--- src/sv/bap_pkg.sv ---
`timescale 1ns / 1ps
package bap_pkg;

  // Field widths
  localparam int BYTE_W    = 8;
  localparam int BUFLEN_W  = 16;
  localparam int SPS_W     = 24;
  localparam int EXTRA_W   = 16;
  localparam int LEN_W     = 24;
  localparam int COUNT_W   = 16;
  localparam int RES_W     = 16;
  localparam int SPS_FRAC  = 16;

  localparam logic [COUNT_W-1:0] MAX_PACKET_BYTES = 16'd65535;
  localparam logic [LEN_W-1:0]   LEN_MAX          = {LEN_W{1'b1}};

  // Shared bit-serial divider width: covers every numerator and divisor used
  localparam int DIV_W   = 33;
  localparam int DIV_CW  = $clog2(DIV_W + 1);

  // Back-end datapath widths
  localparam int PQ_W  = COUNT_W + DIV_W;   // quotient times step
  localparam int SUM_W = PQ_W + 1;          // head term + steps + extras
  localparam int PS_W  = LEN_W + SPS_W;     // length times samples per symbol
  localparam int SMP_W = PS_W + 1;          // sample total before rounding

  // Command queue between front and back
  localparam int QUEUE_DEPTH = 4;
  localparam int QUEUE_AW    = $clog2(QUEUE_DEPTH);

  // Configuration register map
  localparam int CFG_IDX_W = 3;
  typedef enum logic [CFG_IDX_W-1:0] {
    REG_BUFFER_LEN    = 3'd0,
    REG_SPS_Q16       = 3'd1,
    REG_FILLER        = 3'd2,
    REG_EXTRA_SYMBOLS = 3'd3
  } cfg_reg_t;

  typedef struct packed {
    logic [BUFLEN_W-1:0] buffer_len;
    logic [SPS_W-1:0]    sps_q16;
    logic [BYTE_W-1:0]   filler;
    logic [EXTRA_W-1:0]  extra_symbols;
  } cfg_t;

  typedef struct packed {
    logic [BYTE_W-1:0] data_byte;
    logic              last_byte;
  } item_t;

  typedef struct packed {
    logic [BYTE_W-1:0] run_value;
    logic [LEN_W-1:0]  run_length;
    logic              is_fill;
    logic              end_of_packet;
    logic [LEN_W-1:0]  packet_symbols;
  } result_t;

  // Classified byte handed from front to back
  typedef struct packed {
    logic [BYTE_W-1:0]  data_byte;
    logic               last_byte;
    logic [COUNT_W-1:0] pkt_len;
  } cmd_t;

endpackage

--- src/sv/bap_front.sv ---
`timescale 1ns / 1ps
module bap_front (
  input  logic          clk,
  input  logic          rst,
  input  logic          item_valid,
  output logic          item_stall,
  input  bap_pkg::item_t item,
  input  logic          q_full,
  output logic          push,
  output bap_pkg::cmd_t push_cmd
);
  import bap_pkg::*;

  logic [COUNT_W-1:0] byte_count;
  logic [COUNT_W-1:0] byte_count_next;

  // saturating packet length including this byte
  assign byte_count_next = (byte_count < MAX_PACKET_BYTES) ? byte_count + 1'b1 : byte_count;

  assign item_stall = q_full;
  assign push       = item_valid && !q_full;

  assign push_cmd.data_byte = item.data_byte;
  assign push_cmd.last_byte = item.last_byte;
  assign push_cmd.pkt_len   = byte_count_next;

  always_ff @(posedge clk) begin
    if (rst) begin
      byte_count <= '0;
    end else if (push) begin
      byte_count <= item.last_byte ? '0 : byte_count_next;
    end
  end

endmodule

--- src/sv/bap_queue.sv ---
`timescale 1ns / 1ps
module bap_queue (
  input  logic          clk,
  input  logic          rst,
  input  logic          push,
  input  bap_pkg::cmd_t push_cmd,
  output logic          full,
  input  logic          pop,
  output logic          not_empty,
  output bap_pkg::cmd_t pop_cmd
);
  import bap_pkg::*;

  cmd_t                entries [QUEUE_DEPTH];
  logic [QUEUE_AW-1:0] wptr;
  logic [QUEUE_AW-1:0] rptr;
  logic [QUEUE_AW:0]   count;

  assign full      = (count == (QUEUE_AW+1)'(QUEUE_DEPTH));
  assign not_empty = (count != '0);
  assign pop_cmd   = entries[rptr];

  always_ff @(posedge clk) begin
    if (push) begin
      entries[wptr] <= push_cmd;
    end
  end

  always_ff @(posedge clk) begin
    if (rst) begin
      wptr  <= '0;
      rptr  <= '0;
      count <= '0;
    end else begin
      if (push) begin
        wptr <= wptr + 1'b1;
      end
      if (pop) begin
        rptr <= rptr + 1'b1;
      end
      case ({push, pop})
        2'b10:   count <= count + 1'b1;
        2'b01:   count <= count - 1'b1;
        default: count <= count;
      endcase
    end
  end

endmodule

--- src/sv/bap_div.sv ---
`timescale 1ns / 1ps
module bap_div (
  input  logic                     clk,
  input  logic                     rst,
  input  logic                     start,
  input  logic [bap_pkg::DIV_W-1:0] num,
  input  logic [bap_pkg::DIV_W-1:0] den,
  output logic                     done,
  output logic [bap_pkg::DIV_W-1:0] quo,
  output logic [bap_pkg::DIV_W-1:0] rem
);
  import bap_pkg::*;

  logic              busy;
  logic [DIV_CW-1:0] cnt;
  logic [DIV_W-1:0]  dvs;
  logic [DIV_W:0]    shifted;
  logic [DIV_W:0]    trial;

  // restoring division, one quotient bit per cycle
  assign shifted = {rem, quo[DIV_W-1]};
  assign trial   = shifted - {1'b0, dvs};

  always_ff @(posedge clk) begin
    if (rst) begin
      busy <= 1'b0;
      done <= 1'b0;
      cnt  <= '0;
    end else begin
      done <= busy && !start && (cnt == DIV_CW'(1));
      if (start) begin
        busy <= 1'b1;
        cnt  <= DIV_CW'(DIV_W);
      end else if (busy) begin
        cnt <= cnt - 1'b1;
        if (cnt == DIV_CW'(1)) begin
          busy <= 1'b0;
        end
      end
    end
  end

  always_ff @(posedge clk) begin
    if (start) begin
      rem <= '0;
      quo <= num;
      dvs <= den;
    end else if (busy) begin
      if (!trial[DIV_W]) begin
        rem <= trial[DIV_W-1:0];
        quo <= {quo[DIV_W-2:0], 1'b1};
      end else begin
        rem <= shifted[DIV_W-1:0];
        quo <= {quo[DIV_W-2:0], 1'b0};
      end
    end
  end

endmodule

--- src/sv/bap_back.sv ---
`timescale 1ns / 1ps
module bap_back (
  input  logic            clk,
  input  logic            rst,
  input  bap_pkg::cfg_t   cfg,
  input  logic            q_not_empty,
  input  bap_pkg::cmd_t   q_cmd,
  output logic            pop,
  output logic            result_valid,
  input  logic            result_stall,
  output bap_pkg::result_t result
);
  import bap_pkg::*;

  typedef enum logic [3:0] {
    S_IDLE, S_A_GO, S_A_WAIT, S_ST_GO, S_ST_WAIT, S_Q_GO, S_Q_WAIT,
    S_MUL_Q, S_LEN, S_MUL_S, S_MOD_GO, S_MOD_WAIT, S_EMIT
  } state_t;

  state_t               state;
  logic [COUNT_W-1:0]   n;
  logic [BUFLEN_W-1:0]  b;
  logic [SPS_W-1:0]     s;
  logic [RES_W-1:0]     residue;
  logic [DIV_W-1:0]     a;
  logic [DIV_W-1:0]     step;
  logic [COUNT_W-1:0]   q;
  logic [PQ_W-1:0]      prod_q;
  logic [LEN_W-1:0]     len;
  logic [PS_W-1:0]      prod_s;

  logic                 out_free;
  logic                 div_start;
  logic [DIV_W-1:0]     div_num;
  logic [DIV_W-1:0]     div_den;
  logic                 div_done;
  logic [DIV_W-1:0]     div_quo;
  logic [DIV_W-1:0]     div_rem;
  logic [DIV_W-1:0]     div_ceil;
  logic [SUM_W-1:0]     len_sum;
  logic [SMP_W-1:0]     samps_sum;

  assign out_free = !result_valid || !result_stall;
  assign pop      = (state == S_IDLE) && q_not_empty && out_free;
  assign div_ceil = div_quo + DIV_W'(div_rem != '0);
  assign len_sum  = SUM_W'(a) + SUM_W'(prod_q) + SUM_W'(cfg.extra_symbols);
  // residue and rounding half added in Q.SPS_FRAC before dropping the fraction
  assign samps_sum = SMP_W'({residue, {SPS_FRAC{1'b0}}}) + SMP_W'(prod_s)
                   + SMP_W'({1'b1, {(SPS_FRAC-1){1'b0}}});

  always_comb begin
    div_start = 1'b0;
    div_num   = '0;
    div_den   = '0;
    case (state)
      S_A_GO: begin
        div_start = (residue < b);
        div_num   = DIV_W'({(b - residue), {SPS_FRAC{1'b0}}});
        div_den   = DIV_W'(s);
      end
      S_ST_GO: begin
        div_start = 1'b1;
        div_num   = DIV_W'({b, {SPS_FRAC{1'b0}}});
        div_den   = DIV_W'(s);
      end
      S_Q_GO: begin
        div_start = (a < DIV_W'(n));
        div_num   = DIV_W'(n - a[COUNT_W-1:0]);
        div_den   = step;
      end
      S_MOD_GO: begin
        div_start = 1'b1;
        div_num   = DIV_W'(samps_sum[SMP_W-1:SPS_FRAC]);
        div_den   = DIV_W'(b);
      end
      default: begin
        div_start = 1'b0;
      end
    endcase
  end

  bap_div u_div (
    .clk   (clk),
    .rst   (rst),
    .start (div_start),
    .num   (div_num),
    .den   (div_den),
    .done  (div_done),
    .quo   (div_quo),
    .rem   (div_rem)
  );

  always_ff @(posedge clk) begin
    if (rst) begin
      state        <= S_IDLE;
      result_valid <= 1'b0;
      residue      <= '0;
    end else begin
      // output register: loaded by a pop or the fill run, cleared once taken
      if (pop || ((state == S_EMIT) && out_free)) begin
        result_valid <= 1'b1;
      end else if (out_free) begin
        result_valid <= 1'b0;
      end
      case (state)
        S_IDLE: begin
          if (pop) begin
            result.run_value      <= q_cmd.data_byte;
            result.run_length     <= LEN_W'(1);
            result.is_fill        <= 1'b0;
            result.end_of_packet  <= 1'b0;
            result.packet_symbols <= '0;
            if (q_cmd.last_byte) begin
              n     <= q_cmd.pkt_len;
              b     <= (cfg.buffer_len == '0) ? BUFLEN_W'(1) : cfg.buffer_len;
              s     <= (cfg.sps_q16 == '0) ? SPS_W'(1) : cfg.sps_q16;
              state <= S_A_GO;
            end
          end
        end
        S_A_GO: begin
          if (residue < b) begin
            state <= S_A_WAIT;
          end else begin
            a     <= '0;
            state <= S_ST_GO;
          end
        end
        S_A_WAIT: begin
          if (div_done) begin
            a     <= div_ceil;
            state <= S_ST_GO;
          end
        end
        S_ST_GO: begin
          state <= S_ST_WAIT;
        end
        S_ST_WAIT: begin
          if (div_done) begin
            step  <= div_ceil;
            state <= S_Q_GO;
          end
        end
        S_Q_GO: begin
          if (a < DIV_W'(n)) begin
            state <= S_Q_WAIT;
          end else begin
            q     <= '0;
            state <= S_MUL_Q;
          end
        end
        S_Q_WAIT: begin
          if (div_done) begin
            q     <= div_ceil[COUNT_W-1:0];
            state <= S_MUL_Q;
          end
        end
        S_MUL_Q: begin
          prod_q <= PQ_W'(q) * PQ_W'(step);
          state  <= S_LEN;
        end
        S_LEN: begin
          len   <= (len_sum > SUM_W'(LEN_MAX)) ? LEN_MAX : len_sum[LEN_W-1:0];
          state <= S_MUL_S;
        end
        S_MUL_S: begin
          prod_s <= PS_W'(len) * PS_W'(s);
          state  <= S_MOD_GO;
        end
        S_MOD_GO: begin
          state <= S_MOD_WAIT;
        end
        S_MOD_WAIT: begin
          if (div_done) begin
            residue <= div_rem[RES_W-1:0];
            state   <= S_EMIT;
          end
        end
        S_EMIT: begin
          if (out_free) begin
            result.run_value      <= cfg.filler;
            result.run_length     <= len - LEN_W'(n);
            result.is_fill        <= 1'b1;
            result.end_of_packet  <= 1'b1;
            result.packet_symbols <= len;
            state                 <= S_IDLE;
          end
        end
        default: begin
          state <= S_IDLE;
        end
      endcase
    end
  end

endmodule

--- src/sv/burst_alignment_padder.sv ---
`timescale 1ns / 1ps
// Burst alignment padder. Every accepted byte comes out as a run of length one
// (is_fill 0). After the last byte of a packet one fill run follows, with
// run_value = filler, run_length = padded length minus packet length (may be
// 0), end_of_packet 1 and packet_symbols = padded length. The padded length
// keeps the transmitted sample count aligned to buffer_len-sample buffers at
// sps_q16 samples per symbol (Q8.16), plus extra_symbols, saturating at
// 16777215; a running sample residue carries from packet to packet. Timing:
// data bytes move at one per cycle while the back end is idle and the output
// is not stalled. The fill run follows the last byte's data run once the
// padding math is done (sooner when a division is skipped, later while the
// output is stalled); that math runs on a single bit-serial divider, used up
// to four times per packet end, plus multiply, sum and emit states. During
// that time the front keeps taking bytes of the next packet into a four-entry
// command queue and stalls once it is full. Configuration writes are always
// ready and must only happen while the block is idle.
module burst_alignment_padder (
  input  logic                             clk,
  input  logic                             rst,
  input  logic                             item_valid,
  output logic                             item_stall,
  input  bap_pkg::item_t                   item,
  output logic                             result_valid,
  input  logic                             result_stall,
  output bap_pkg::result_t                 result,
  input  logic                             cfg_valid,
  output logic                             cfg_ready,
  input  logic [bap_pkg::CFG_IDX_W-1:0]    cfg_index,
  input  logic [bap_pkg::SPS_W-1:0]        cfg_data
);
  import bap_pkg::*;

  cfg_t cfg;

  // front -> queue -> back
  logic q_full;
  logic push;
  cmd_t push_cmd;
  logic pop;
  logic q_not_empty;
  cmd_t q_cmd;

  // configuration: one write per transfer, never backpressured
  assign cfg_ready = 1'b1;

  always_ff @(posedge clk) begin
    if (rst) begin
      cfg.buffer_len    <= BUFLEN_W'(4096);
      cfg.sps_q16       <= SPS_W'(65536);
      cfg.filler        <= '0;
      cfg.extra_symbols <= '0;
    end else if (cfg_valid && cfg_ready) begin
      case (cfg_index)
        REG_BUFFER_LEN:    cfg.buffer_len    <= cfg_data[BUFLEN_W-1:0];
        REG_SPS_Q16:       cfg.sps_q16       <= cfg_data;
        REG_FILLER:        cfg.filler        <= cfg_data[BYTE_W-1:0];
        REG_EXTRA_SYMBOLS: cfg.extra_symbols <= cfg_data[EXTRA_W-1:0];
        default: begin
          // unmapped index: write ignored
        end
      endcase
    end
  end

  // front: counts bytes, tags each byte with the saturated packet length so far
  bap_front u_front (
    .clk        (clk),
    .rst        (rst),
    .item_valid (item_valid),
    .item_stall (item_stall),
    .item       (item),
    .q_full     (q_full),
    .push       (push),
    .push_cmd   (push_cmd)
  );

  // short command queue so the front keeps running during padding math
  bap_queue u_queue (
    .clk       (clk),
    .rst       (rst),
    .push      (push),
    .push_cmd  (push_cmd),
    .full      (q_full),
    .pop       (pop),
    .not_empty (q_not_empty),
    .pop_cmd   (q_cmd)
  );

  // back: output register, padded-length and residue sequencer
  bap_back u_back (
    .clk          (clk),
    .rst          (rst),
    .cfg          (cfg),
    .q_not_empty  (q_not_empty),
    .q_cmd        (q_cmd),
    .pop          (pop),
    .result_valid (result_valid),
    .result_stall (result_stall),
    .result       (result)
  );

endmodule

--- config.mk ---
export PLATFORM = sky130hd
export DESIGN_NAME = burst_alignment_padder
export DESIGN_NICKNAME = d
export VERILOG_FILES = /design/src/sv/bap_pkg.sv /design/src/sv/bap_front.sv /design/src/sv/bap_queue.sv /design/src/sv/bap_div.sv /design/src/sv/bap_back.sv /design/src/sv/burst_alignment_padder.sv
export SDC_FILE = /design/constraint.sdc
export NUM_CORES = 2
export LEC_CHECK = 0
export BUFFER_PORTS_ARGS = -buffer_cell sky130_fd_sc_hd__buf_2
export CELL_PAD_IN_SITES_DETAIL_PLACEMENT = 1
export CELL_PAD_IN_SITES_GLOBAL_PLACEMENT = 2
export CORE_UTILIZATION = 40
export CTS_CLUSTER_SIZE = 20
export DETAILED_ROUTE_END_ITERATION = 6
export PLACE_DENSITY_LB_ADDON = 0.1
export SLEW_MARGIN = 10
export SYNTH_ARGS = -nofsm -noshare
export SYNTH_HDL_FRONTEND = slang
export SYNTH_HIERARCHICAL = 1
export SYNTH_SLANG_ARGS = --single-unit
--- constraint.sdc ---
create_clock -name clk -period 19.53 [get_ports clk]
set_input_delay 0.9765 -clock clk [delete_from_list [all_inputs] [get_ports clk]]
set_output_delay 0.9765 -clock clk [all_outputs]
set_load 0.05 [all_outputs]
==> impl_metrics.toml <==
[clocking]
cts_setup_buffers = 0
ctsHoldBuffers = 0
clk_latency_ns = 0.71
cts_tree = "done"
clock-root-buffer = "clkbuf_16"
numCtsBuffers = 77
h-tree-depth = 3
path_clk_slew_ns = 0.06
cts_resized = 0
cts_num_sinks = 618
cts_buffer_depth = 3

[detailed_routing]
routed-via-count = 50000
drtPass1Iterations = 5
via_per_inst = 5.45
first_iter_violations = 3368
ant_nets = 0
finalWirelength_mm = 232
drc = 0
wl_per_cell_um = 25.3

[timing]
max_slew_margin_pct = 17.8
fin_skew_ns = 0.0370
hold_viol = 0
fin_tns_setup_ns = 0
rsz0062_at_grt = "no"
worstMarginPinSlew_ns = 1.23
post-route-min-period_ns = 8.03
period_share_pct = 41.1
drv_slew = 0
max_freq_mhz = 124
setup_viol = 0

[run]
max_cap_viol_count = 0

[floorplanning]
core_area_sq_um = 169000
die_w_um = 415
io_pins = 102
die_area_sq_um = 172000
initial_utilization_pct = 40.3
row_count = 151
die_y_um = 415

[global_routing]
grt_max_degree = 94
grt_pass1_vias = 53800
grt_pass1_wl_mm = 351
grt-ovfl-total = 0
antenna_found_initial = 21
grtUsageTotal_pct = 27.3

[worst_hold_path]
hp-start = "cfg[39]"
holdPathEnd = "u_back/s[15]"
min_path_type = "flop to flop"
hold_path_depth = 0

[layout]
finish.utilization_pct = 43.4
fillCellCount = 19100
syn_to_final_growth_pct = 7.77
drive_above_1_share_pct = 6.84
fin_nets = 8337

[synth]
synthFlopType = "edfxtp_1"
synth_nets = 8418
synth_top_area_share_pct = 27.5
yosys.area.top_type = "fa_1"
synth_area_leaders = "fa_1, edfxtp_1, ha_1"
postSynthAreaPerCell_sq_um = 9.77
synth_edf_count = 467
synth_common_cells = "inv_1, fa_1, nand2_1"
async_reset_ff_share_pct = 0
yosysSeqAreaShare_pct = 25.0
synth_area_sq_um = 68200
synth_cell_types = 104
synth_seq_cells = 618
synth.most_common_cell = "inv_1"
netlist_instances = 6977
ys_warn_count = 6

[critical_path]
end_kind = "flop"
start_kind = "flop"
crit_arrival_ns = 8.49
worstSetupPathType = "flop to flop"
regToRegEndpoint = "u_back/prod_s[47]"
r2r_slack_ns = 11.50
r2r_cells = 25
path_max_fanout = 25
crit_required_ns = 19.99
reg2reg_from = "u_back/s[7]"

[status]
status = "complete, no violations"

[power_and_ir_drop]
ir_drop_mv = 0.473
powerDensity_nw_per_um2 = 204
p_leak_nw = 32.7

[place]
port_buffers = 100
globalplace.congestion = 0.900
place.detailed.hpwl_mm = 175
power breakdown:
part,switching [mW],internal [mW],total (mW)
registers,0.180,2.18,2.36
clock network,0.641,0.850,1.49
logic,6.74,4.39,11.1
total,7.57,7.42,15.0
layer usage:
layer	routed length, um	up-vias	global-route usage [%]
li1	-	22400	-
met1	105000	26400	38.2
met2	110000	1078	44.7
met3	10500	220	2.93
met4	6710	0	7.76
met5	0	-	0
area by class of cell:
| class | count | area (sq um) | share of cell area (%) |
|---|---|---|---|
| multi-input cells | 4853 | 45400 | 61.7 |
| flip-flops and latches | 618 | 17000 | 23.2 |
| inverters | 1128 | 4230 | 5.76 |
| well taps | 2218 | 2780 | 3.78 |
| clock buffers | 99 | 2080 | 2.83 |
| repair buffers | 218 | 1410 | 1.92 |
| clock inverters | 44 | 542 | 0.738 |
| diodes | 3 | 7.51 | 0.0102 |
per-stage QoR:
| stage | worst slack [ns] | instance area, sq um | hold slack, ns | instances | power, mW |
|---|---|---|---|---|---|
| 2_1_floorplan | 12.39 | 68200 | 0.449 | 6977 | 10.3 |
| 3_3_place_gp | 11.51 | 70800 | 0.453 | 9034 | 13.3 |
| 3_5_place_dp | 11.42 | 70800 | 0.454 | 9034 | 13.5 |
| 4_1_cts | 11.42 | 73400 | 0.420 | 9177 | 15.1 |
| 5_1_grt | 11.10 | 73400 | 0.462 | 9178 | 16.3 |
| 6_report | 11.50 | 73400 | 0.466 | 9181 | 15.0 |
worst max-delay path: stages, from the launching register on:
cell,delay [ns]
edfxtp_1,0.32
buf_4,0.43
and2_1,0.23
fa_1,0.44
fa_1,0.51
inv_1,0.05
fa_1,0.52
inv_1,0.06
fa_1,0.50
inv_1,0.05
fa_1,0.48
inv_1,0.06
fa_1,0.53
inv_1,0.05
fa_1,0.52
inv_1,0.04
ha_1,0.36
and4_1,0.25
nand4_1,0.13
o21ai_1,0.47
a41o_1,0.42
nor4_1,0.11
or3_1,0.47
nand2_1,0.21
a21oi_1,0.13
o311a_1,0.38
cell families after synthesis:
logic type,synth area share (%)
compound gates,7.98
mux,2.83
buf+inv,8.59
fa+ha+maj,36.0
flops,25.0
simple gates,16.5
other cells,0.00550
xor+xnor,3.11
cells in the final DEF (no fill, tap or decap), types with 26 or more instances in the layout:
master | netlist | final
xor2_1 | 100 | 100
buf_4 | 16 | 118
dfxtp_1 | 151 | 149
ha_1 | 464 | 464
nor3_1 | 77 | 75
a31oi_1 | 34 | 34
and3_1 | 61 | 61
edfxtp_1 | 467 | 467
and2_1 | 519 | 515
inv_1 | 1128 | 1128
o21bai_1 | 28 | 28
nand2_1 | 924 | 923
nand2b_1 | 107 | 107
a21oi_1 | 212 | 210
nor2_1 | 238 | 236
o21a_1 | 26 | 26
a211oi_1 | 64 | 64
nand4_1 | 41 | 41
a21o_1 | 97 | 97
buf_2 | 21 | 99
mux2_2 | 35 | 35
xnor2_1 | 142 | 142
fa_1 | 936 | 936
mux2i_1 | 94 | 94
nor4_1 | 43 | 41
nand3_1 | 93 | 93
o21ai_0 | 116 | 116
clkbuf_16 | 0 | 78
state kept, by name (all words and copies together), names as in the netlist, 4 cells and up, named ones only:
signal,count
u_back/u_div/dvs,33
u_front/byte_count,16
u_back/u_div/cnt,6
u_back/len,24
u_back/state,4
cfg,64
u_back/prod_q,49
u_back/a,33
u_back/s,24
u_back/residue,16
u_back/prod_s,33
u_back/n,16
u_back/u_div/rem,33
u_back/u_div/quo,33
u_back/result,57
u_back/step,33
u_queue/entries,100
u_back/b,16
u_back/q,16
how the worst max path moves through the flow:
stage                  start           endpoint  slack, ns  cells past startpoint
2_1_floorplan    u_back/s[5]  u_back/prod_s[47]      12.39                     27
3_3_place_gp     u_back/s[8]  u_back/prod_s[47]      11.51                     25
3_5_place_dp   u_back/len[4]  u_back/prod_s[47]      11.42                     23
4_1_cts        u_back/len[4]  u_back/prod_s[47]      11.42                     23
5_1_grt          u_back/s[7]  u_back/prod_s[47]      11.10                     26
6_report         u_back/s[7]  u_back/prod_s[47]      11.50                     25
Power figures use the tool's default switching activity.
